`config.mk`:
```
export PLATFORM = sky130hd
export DESIGN_NAME = gelu_tanh_activation
export DESIGN_NICKNAME = d
export VERILOG_FILES = /design/src/gelu_pkg.sv /design/src/gelu_tanh_activation.sv
export SDC_FILE = /design/constraint.sdc
export NUM_CORES = 2
export LEC_CHECK = 0
export ABC_AREA = 0
export BUFFER_PORTS_ARGS = -buffer_cell sky130_fd_sc_hd__buf_2
export CORE_MARGIN = 4
export CORE_UTILIZATION = 45
export CTS_CLUSTER_SIZE = 16
export DETAILED_ROUTE_END_ITERATION = 8
export PLACE_DENSITY = 0.6
export SYNTH_ARGS = -nofsm -noshare
export SYNTH_HDL_FRONTEND = slang
export SYNTH_SLANG_ARGS = --single-unit
```
`constraint.sdc`:
```
create_clock -name clk -period 15.9 [get_ports clk]
set_input_delay 3.18 -clock clk [delete_from_list [all_inputs] [get_ports clk]]
set_output_delay 3.18 -clock clk [all_outputs]
set_load 0.1 [all_outputs]
```
`src/gelu_pkg.sv`:
```
// ---------------------------------------------------------------------------
// gelu_pkg
// Shared constants and the elaboration-time tanh table builder for the
// tanh-approximated GELU activation.
// ---------------------------------------------------------------------------
package gelu_pkg;

    localparam int COEF_W    = 26;
    localparam int SQRT2PI_W = 30;
    localparam int Q_SHIFT   = 30;

    // 0.044715 and sqrt(2/pi) in Q30
    localparam logic [COEF_W-1:0]    COEF_Q30    = 26'd48012366;
    localparam logic [SQRT2PI_W-1:0] SQRT2PI_Q30 = 30'd856722024;

    localparam logic [63:0] Q31_ONE = 64'd1 << 31;

    // tanh in Q(.frac) from z = 2a/256 in Q31
    function automatic logic [63:0] tanh_entry(logic [63:0] z, int unsigned frac);
        logic [63:0] z2;
        logic [63:0] z3;
        logic [63:0] z4;
        logic [63:0] e;
        logic [63:0] num;
        logic [63:0] den;
        logic [63:0] rem;
        logic [63:0] quo;
        logic [63:0] t;
        z2 = (z * z) >> 31;
        z3 = (z2 * z) >> 31;
        z4 = (z3 * z) >> 31;
        e  = Q31_ONE - z + z2 / 2 - z3 / 6 + z4 / 24;
        for (int s = 0; s < 8; s++)
        begin
            e = (e * e + (Q31_ONE >> 1)) >> 31;
        end
        num = (Q31_ONE - e) << 31;
        den = Q31_ONE + e;
        rem = '0;
        quo = '0;
        for (int b = 63; b >= 0; b--)
        begin
            rem = {rem[62:0], num[b]};
            if (rem >= den)
            begin
                rem    = rem - den;
                quo[b] = 1'b1;
            end
        end
        t = (quo + (64'd1 << (30 - frac))) >> (31 - frac);
        if (t > (64'd1 << frac))
        begin
            t = 64'd1 << frac;
        end
        return t;
    endfunction

endpackage

```
`src/gelu_tanh_activation.sv`:
```
// ---------------------------------------------------------------------------
// gelu_tanh_activation
// Streaming GELU, tanh form, on signed fixed-point words with a last flag.
// ---------------------------------------------------------------------------
// Takes one word per clock cycle: busy is held low, so every cycle with start
// high accepts a word. The datapath is nine register stages (the magnitude,
// three multiplies for the cubic term, one scale, the table index, the tanh
// table read, the final multiply and the saturating output register), so each
// result shows on sample_out and last_out with done high for one cycle, in
// input order, once its word has passed every stage. The receiver cannot stall
// the stream. Inputs of magnitude 4.0 or more skip the table and use tanh = 1.
module gelu_tanh_activation #(
    parameter int DATA_WIDTH       = 16,
    parameter int FRAC_BITS        = 12,
    parameter int TANH_TABLE_DEPTH = 256
) (
    input  logic                  clk,
    input  logic                  rst_n,
    input  logic                  start,
    output logic                  busy,
    input  logic [DATA_WIDTH-1:0] sample_in,
    input  logic                  last_in,
    output logic                  done,
    output logic [DATA_WIDTH-1:0] sample_out,
    output logic                  last_out
);
    import gelu_pkg::*;

    localparam int DW  = DATA_WIDTH;
    localparam int F   = FRAC_BITS;
    localparam int PW  = F + 2;
    localparam int TW  = F + 1;
    localparam int AW  = (TANH_TABLE_DEPTH > 1) ? $clog2(TANH_TABLE_DEPTH) : 1;
    localparam int IW  = AW + 1;
    localparam int CW  = (DW > F + 3) ? DW : F + 3;
    localparam int NST = 8;

    localparam logic [CW-1:0]   FOUR_LIM = CW'(4) << F;
    localparam logic [IW-1:0]   DEPTH_I  = IW'(TANH_TABLE_DEPTH);
    localparam logic [TW-1:0]   ONE_T    = TW'(1) << F;
    localparam logic [PW-1:0]   ONE_P    = PW'(1) << F;
    localparam logic [DW:0]     POS_MAX  = (DW + 1)'((64'd1 << (DW - 1)) - 64'd1);
    localparam logic [DW:0]     NEG_MAX  = (DW + 1)'(64'd1 << (DW - 1));

    typedef logic [TW-1:0] rom_t [TANH_TABLE_DEPTH];

    function automatic rom_t build_rom();
        rom_t        rom;
        logic [63:0] z;
        for (int i = 0; i < TANH_TABLE_DEPTH; i++)
        begin
            z      = (64'(8 * i + 4) << 23) / TANH_TABLE_DEPTH;
            rom[i] = TW'(tanh_entry(z, F));
        end
        return rom;
    endfunction

    localparam rom_t TANH_ROM = build_rom();

    logic                  accept;
    logic [NST-1:0]        vld_reg;
    logic [NST-1:0]        vld_next;
    logic [NST-1:0]        last_reg;
    logic [NST-1:0]        last_next;
    logic [NST-1:0]        neg_reg;
    logic [NST-1:0]        neg_next;
    logic [5:0]            big_reg;
    logic [5:0]            big_next;
    logic [DW-1:0]         mag_reg [7];
    logic [DW-1:0]         mag_next [7];
    logic [PW-1:0]         mp_reg [3];
    logic [PW-1:0]         mp_next [3];

    logic [F+3:0]          m2_reg;
    logic [F+3:0]          m2_next;
    logic [F+5:0]          m3_reg;
    logic [F+5:0]          m3_next;
    logic [F+2:0]          inner_reg;
    logic [F+2:0]          inner_next;
    logic [F+2:0]          u_reg;
    logic [F+2:0]          u_next;
    logic [IW-1:0]         idx_reg;
    logic [IW-1:0]         idx_next;
    logic [TW-1:0]         t_reg;
    logic [TW-1:0]         t_next;
    logic [DW:0]           y_reg;
    logic [DW:0]           y_next;

    logic                  done_reg;
    logic [DW-1:0]         sample_out_reg;
    logic [DW-1:0]         sample_out_next;
    logic                  last_out_reg;

    logic [DW-1:0]         abs_in;
    logic [2*PW-1:0]       m2_prod;
    logic [2*PW+1:0]       m3_prod;
    logic [F+COEF_W+6:0]   cubic_prod;
    logic [F+SQRT2PI_W+2:0] scale_prod;
    logic [F+IW+2:0]       idx_prod;
    logic [PW-1:0]         gain;
    logic [DW+F+1:0]       y_prod;

    assign busy   = 1'b0;
    assign accept = start && !busy;

    // stage 1: magnitude and range check
    always_comb
    begin
        abs_in      = sample_in[DW-1] ? (~sample_in + DW'(1)) : sample_in;
        vld_next    = {vld_reg[NST-2:0], accept};
        last_next   = {last_reg[NST-2:0], last_in};
        neg_next    = {neg_reg[NST-2:0], sample_in[DW-1]};
        big_next    = {big_reg[4:0], (CW'(abs_in) >= FOUR_LIM)};
        mag_next[0] = abs_in;
        for (int k = 1; k < 7; k++)
        begin
            mag_next[k] = mag_reg[k-1];
        end
        mp_next[0] = PW'(abs_in);
        mp_next[1] = mp_reg[0];
        mp_next[2] = mp_reg[1];
    end

    // stages 2 to 6: argument of tanh and table index
    always_comb
    begin
        m2_prod    = (2*PW)'(mp_reg[0]) * (2*PW)'(mp_reg[0]);
        m2_next    = m2_prod[F +: F+4];
        m3_prod    = (2*PW+2)'(m2_reg) * (2*PW+2)'(mp_reg[1]);
        m3_next    = m3_prod[F +: F+6];
        cubic_prod = (F+COEF_W+7)'(m3_reg) * (F+COEF_W+7)'(COEF_Q30);
        inner_next = (F+3)'(mp_reg[2]) + cubic_prod[Q_SHIFT +: F+3];
        scale_prod = (F+SQRT2PI_W+3)'(inner_reg) * (F+SQRT2PI_W+3)'(SQRT2PI_Q30);
        u_next     = scale_prod[Q_SHIFT +: F+3];
        idx_prod   = (F+IW+3)'(u_reg) * (F+IW+3)'(DEPTH_I);
        idx_next   = idx_prod[F+2 +: IW];
    end

    // stage 7: table read
    always_comb
    begin
        if (big_reg[5] || (idx_reg >= DEPTH_I))
        begin
            t_next = ONE_T;
        end
        else
        begin
            t_next = TANH_ROM[idx_reg[AW-1:0]];
        end
    end

    // stage 8: x * (1 +/- t) / 2
    always_comb
    begin
        gain   = neg_reg[6] ? (ONE_P - PW'(t_reg)) : (ONE_P + PW'(t_reg));
        y_prod = (DW+F+2)'(mag_reg[6]) * (DW+F+2)'(gain);
        y_next = y_prod[F+1 +: DW+1];
    end

    // output: saturate and restore sign
    always_comb
    begin
        if (!neg_reg[7])
        begin
            sample_out_next = (y_reg > POS_MAX) ? POS_MAX[DW-1:0] : y_reg[DW-1:0];
        end
        else
        begin
            sample_out_next = (y_reg > NEG_MAX) ? (DW'(0) - NEG_MAX[DW-1:0])
                                                : (DW'(0) - y_reg[DW-1:0]);
        end
    end

    always_ff @(posedge clk or negedge rst_n)
    begin
        if (!rst_n)
        begin
            vld_reg  <= '0;
            done_reg <= 1'b0;
        end
        else
        begin
            vld_reg  <= vld_next;
            done_reg <= vld_reg[NST-1];
        end
    end

    always_ff @(posedge clk)
    begin
        last_reg       <= last_next;
        neg_reg        <= neg_next;
        big_reg        <= big_next;
        mag_reg        <= mag_next;
        mp_reg         <= mp_next;
        m2_reg         <= m2_next;
        m3_reg         <= m3_next;
        inner_reg      <= inner_next;
        u_reg          <= u_next;
        idx_reg        <= idx_next;
        t_reg          <= t_next;
        y_reg          <= y_next;
        sample_out_reg <= sample_out_next;
        last_out_reg   <= last_reg[NST-1];
    end

    assign done       = done_reg;
    assign sample_out = sample_out_reg;
    assign last_out   = last_out_reg;

endmodule

```
# Yosys cells after proc, flatten, opt, wreduce, memory -nomap -nowiden
# Memory sizes are Yosys's and may differ from the RTL's. A register that Yosys moved wholly into a read port is not among the register bits.
# Index checks and enable logic that the tools add are counted.
[totals] reg_bits=292 rom_bits=3328 output_inout_bits=19 wordCells=46 n_memories=1
[classes] addsub=5 multipliers=5 order_cmp=4 mux=5 bitwise_logic=2 reduce_logical=1
[mem_list] name="(name not given)" words=256 width=13 rd=1 rd_clocked_by_memory_dff=1 write_ports=0 line="gelu_tanh_activation.sv:148" text="t_next = TANH_ROM[idx_reg[AW-1:0]];"
[ops] cell="$mux 16" count=4
[ops] cell="$mul 16x14->30" count=2
[ops] cell="$mul 18x25->43 const B" count=1
[ops] cell="$mul 15x27->42 const B" count=1
[ops] cell="$mul 14x14->28" count=1
[ops] cell="$gt 17x15->1 const B" count=1
[ops] cell="$gt 17x16->1 const B" count=1
[ops] cell="$add 16x1->16 const B" count=1
[ops] cell="$ge 16x15->1 const B" count=1
[ops] cell="$not 16->16" count=1
[ops] cell="$sub 1x16->16 const A" count=1
[ops] cell="$add 14x14->15" count=1
[ops] cell="$add 13x13->14 const A" count=1
[ops] cell="$mux 14" count=1
[ops] cell="$sub 13x13->14 const A" count=1
[ops] cell="$ge 9x9->1 const B" count=1
[ops] cell="$not 8->9" count=1
[ops] cell="$logic_or 1x1->1" count=1

# Depth between registers and ports, before layout
[logic_depth] ltp_word=4 depth_mapped=30 depth_no_buf=30

# Worst setup path before layout
# No wires, ideal clock.
[synth_path] path_kind="flip-flop to flip-flop" start="reg t_reg[5]" end="reg y_reg[16]" setup_time_ps=91 t_arrival_ps=7060 t_required_ps=15809 slack_ps=8749 stages_incl_launch_ff=25 period_less_slack_ps=7151 cell_sequence="dfxtp_1 > or4_1 > or3_1 > o31ai_1 > xor2_1 > clkbuf_1 > nand2b_1 > fa_1 > fa_1 > inv_1 > fa_1 > inv_1 > fa_1 > inv_1 > fa_1 > fa_1 > ha_1 > nand4_1 > or2_2 > o22ai_1 > a2111oi_0 > o21a_1 > or3_1 > and3_1 > a311oi_1"
[synth_between] elab_chain_cells=3
[synth_lines] item="start, declared" line="gelu_tanh_activation.sv:84" text="logic [TW-1:0] t_reg;"
[synth_lines] item="$add 13x13->14 or $sub 13x13->14 (tied branches)" line="gelu_tanh_activation.sv:155" text="gain = neg_reg[6] ? (ONE_P - PW'(t_reg)) : (ONE_P + PW'(t_reg));"
[synth_lines] item="$mux 14 (*)" line="gelu_tanh_activation.sv:155"
[synth_lines] item="$mul 16x14->30 (*)" line="gelu_tanh_activation.sv:156" text="y_prod = (DW+F+2)'(mag_reg[6]) * (DW+F+2)'(gain);"
[synth_lines] item="net y_prod[29]" line="gelu_tanh_activation.sv:101" text="logic [DW+F+1:0] y_prod;"
[synth_lines] item="end signal, assigned" line="gelu_tanh_activation.sv:201" text="y_reg <= y_next;"
[synth_lines] item="end, declared" line="gelu_tanh_activation.sv:86" text="logic [DW:0] y_reg;"
# Mark *: on every way through the listed nets, which the timed path passes. The rest lies on a longest branch.

# Worst setup path in the final report
[layout_path] start="reg t_reg[0]" end="reg y_reg[16]"
# Same word-level chain as after synthesis.

==> results by group <==
Global route
  – All-Layer GR Usage: 20.91%
  – Initial antenna violation count: 3
  – First-pass GRT wire length: ~160 mm
  – Largest net degree at the start of global routing: a little under 100
  – Vias in the first global route: 30416
  – Total gr overflow: 0

Clocking
  – CTS resizes: 0
  – Hold buffer count at CTS: 0
  – Buffer count from post-CTS setup fixing: 0
  – CTS clock-pin slew for the worst setup and hold paths: roughly 60 ps
  – Clock Sinks: around 260
  – Cts bufs inserted: 30
  – Worst-Skew Late Latency: about 620 ps
  – CTS root buf: clkbuf_16
  – Htree depth: 1
  – TritonCTS clock tree: done
  – Clock tree buffer depth: 3

Logic synthesis
  – Top cells by area, synth: fa_1 33%, ha_1 20%, dfxtp_1 12%
  – Synth warn: 0
  – Post-synth top flop: dfxtp_1
  – Synth top area share: 33.48%
  – FF+latch count, synth: 257
  – Cell Area, Synth: roughly 0.04 mm2
  – Top cells by count, synth: 925 x inv_1, 674 x fa_1, 643 x ha_1
  – Syn Inst Count: about 4300
  – Post-synth EDFFs: 0
  – Synth cell types: 75
  – Most frequent cell after synthesis: inv_1
  – Syn avg cell area: 9.361 um2
  – Post-synth ARST share: under 10%
  – Synth area leader: fa_1
  – Seq/Total Area, Yosys: between 10 and 15%
  – Mapped Nets: 5642

STA
  – Post-layout min period: roughly 7700 ps
  – Setup repair after global routing missed its margin: false
  – Highest Clock Rate: 0.1306 GHz
  – Max-slew violation count: 0
  – Slew headroom: roughly 27%
  – Hold Violations, Final: 0
  – Final setup viols: 0
  – Setup TNS: 0 ps
  – Hold_ws: 309.0 ps
  – Period utilisation layout: between 40% and 50%
  – Worst Tran Pin Value: 1068 ps
  – Clk_skew: ~23 ps

Floorplan
  – Die height: 307.3 um
  – I/O Pins: 39
  – Initial core utilization: between 40% and 50%
  – Die width: approximately 310 um
  – Row count: 109
  – Core ar.: roughly 0.089 mm2
  – Die outline area: approximately 0.094 mm2

Drt
  – Metal3 WL: around 4.2 mm
  – DRC Markers: 0
  – Routed vias: between 20000 and 30000
  – Max layer used: met5
  – Wire per inst: between 15 and 20 um
  – Metal2 WL: around 45 mm
  – Routed Antenna Nets: 0
  – Number of DRC markers in iteration 0: ~1600
  – M1 wire length: 43.69 mm
  – Drt first pass iters: 5
  – Drt via density: 5.205
  – Routed WL: ~95 mm

Setup path
  – Crit Path Max Fanout: 17
  – Worst reg2reg path startpoint: t_reg[0]
  – Worst path slowest cell: xnor2_2
  – Reg-to-reg slack, setup: just over 8000 ps
  – CP cell instances: inv_1 -> ha_1 -> nand2b_1 -> xnor2_2 -> nand2_1 -> fa_1 -> inv_1 -> fa_1 -> ha_1 -> ha_1 -> inv_1 -> fa_1 -> fa_1 -> inv_1 -> ha_1 -> o21a_1 -> a2111oi_0 -> a21boi_0 -> a2111oi_0 -> o21a_1 -> or3_1 -> nand2_1 -> a311oi_1
  – Worst Setup End Kind: register
  – Type of origin of the critical path: register
  – RR Endpoint: y_reg[16]
  – WS Path Type: register to register
  – Slowest stage delay, CP: 800 ps
  – WP data arrival: a little over 8000 ps
  – Reg2Reg Depth: 23
  – CP Data Required Time: 16430 ps

Place
  – Placer Congestion: 0.9356
  – Inst Count DP: roughly 5400
  – DP HPWL: roughly 77 mm
  – PortBufs: 37

Hold path
  – Hold path depth: 0
  – Hold Path Sink: mag_next[14]
  – Hold crit path type: register to register
  – Min-Delay Startpoint: mag_next[30]

Cells and area
  – Final Instance Count excl. Fillers: 5453
  – FILL cells: between 8000 and 9000
  – Area delta synth->final: 6.126%
  – Finished Core Util: between 40% and 50%
  – Share of cells above drive strength 1: ~3.5%
  – Final #Nets: 5600
  – Number of flip-flops in the largest register: 57

Run
  – # Max-Cap Violations: 0

Run status
  – Outcome: completed
how the worst max path moves through the flow:
stage / startpoint / to / slack, ps / cells past startpoint
final: t_reg[0] / y_reg[16] / 8240 / 23
after CTS: t_reg[0] / y_reg[16] / 8120 / 24
after floorplan: t_reg[5] / y_reg[16] / 8750 / 24
after global routing: t_reg[0] / y_reg[16] / 7610 / 24
after detailed placement: t_reg[0] / y_reg[16] / 8200 / 23
after global placement: t_reg[0] / y_reg[16] / 8320 / 23
critical path: cells and delay by family, from the launching register on:
family / cells / cell delay (ps)
XOR/XNOR: 1 / 800
buffers and inverters: 4 / 250
adder cells (fa/ha/maj): 8 / 3030
AND/OR/NAND/NOR: 4 / 580
AO/OA/AOI/OAI: 6 / 2250
flip-flops: 1 / 640
stage by stage:
| stage | setup WS (ps) | area [um2] |
|---|---|---|
| after floorplan | 8749 | 40300 |
| after global placement | 8321 | 41630 |
| after detailed placement | 8201 | 41630 |
| after CTS | 8123 | 42770 |
| after global routing | 7607 | 42770 |
| final | 8241 | 42770 |
layout by cell type (no fill, tap or decap), types with 23 or more instances in the layout:
master and count:
a21oi_1 143, and2_1 193, ha_1 643, nand2b_1 26, o21ai_0 119, xnor2_1 79, buf_2 37, nand2_1 405
nor2_1 137, a21o_1 40, nand4_1 25, dfxtp_1 245, fa_1 674, a211oi_1 23, clkbuf_16 30, nand3_1 27
xor2_1 29, inv_1 925, nor3_1 48, buf_4 23, nor2b_1 75
layout make-up:
cell class              count  area (um2)  area share, %
diodes                      1       2.502       0.005851
clock buffers              34       795.8          1.861
clock inverters            22       337.8         0.7899
inverters                 928        3483          8.145
multi-input cells        2986       31140          72.81
flip-flops and latches    257        5194          12.14
well taps                1165        1458          3.408
repair buffers             60       357.8         0.8367
routing by layer:
layer	global-route usage (%)	vias to the layer above
met5	0	-
li1	-	13551
met4	4.447	4
met3	2.208	138
met1	28.98	14073
met2	35.73	616
cell families after synthesis:
logic type,synth area share [%]
flops,12.88
compound gates,8.585
mux,0.5558
xor+xnor,2.412
other cells,0.009305
fa+ha+maj,53.44
buf+inv,9.907
simple gates,12.21
Power is not shown: default switching activity piles up to over one toggle a cycle in this logic, so the estimate is an artifact.
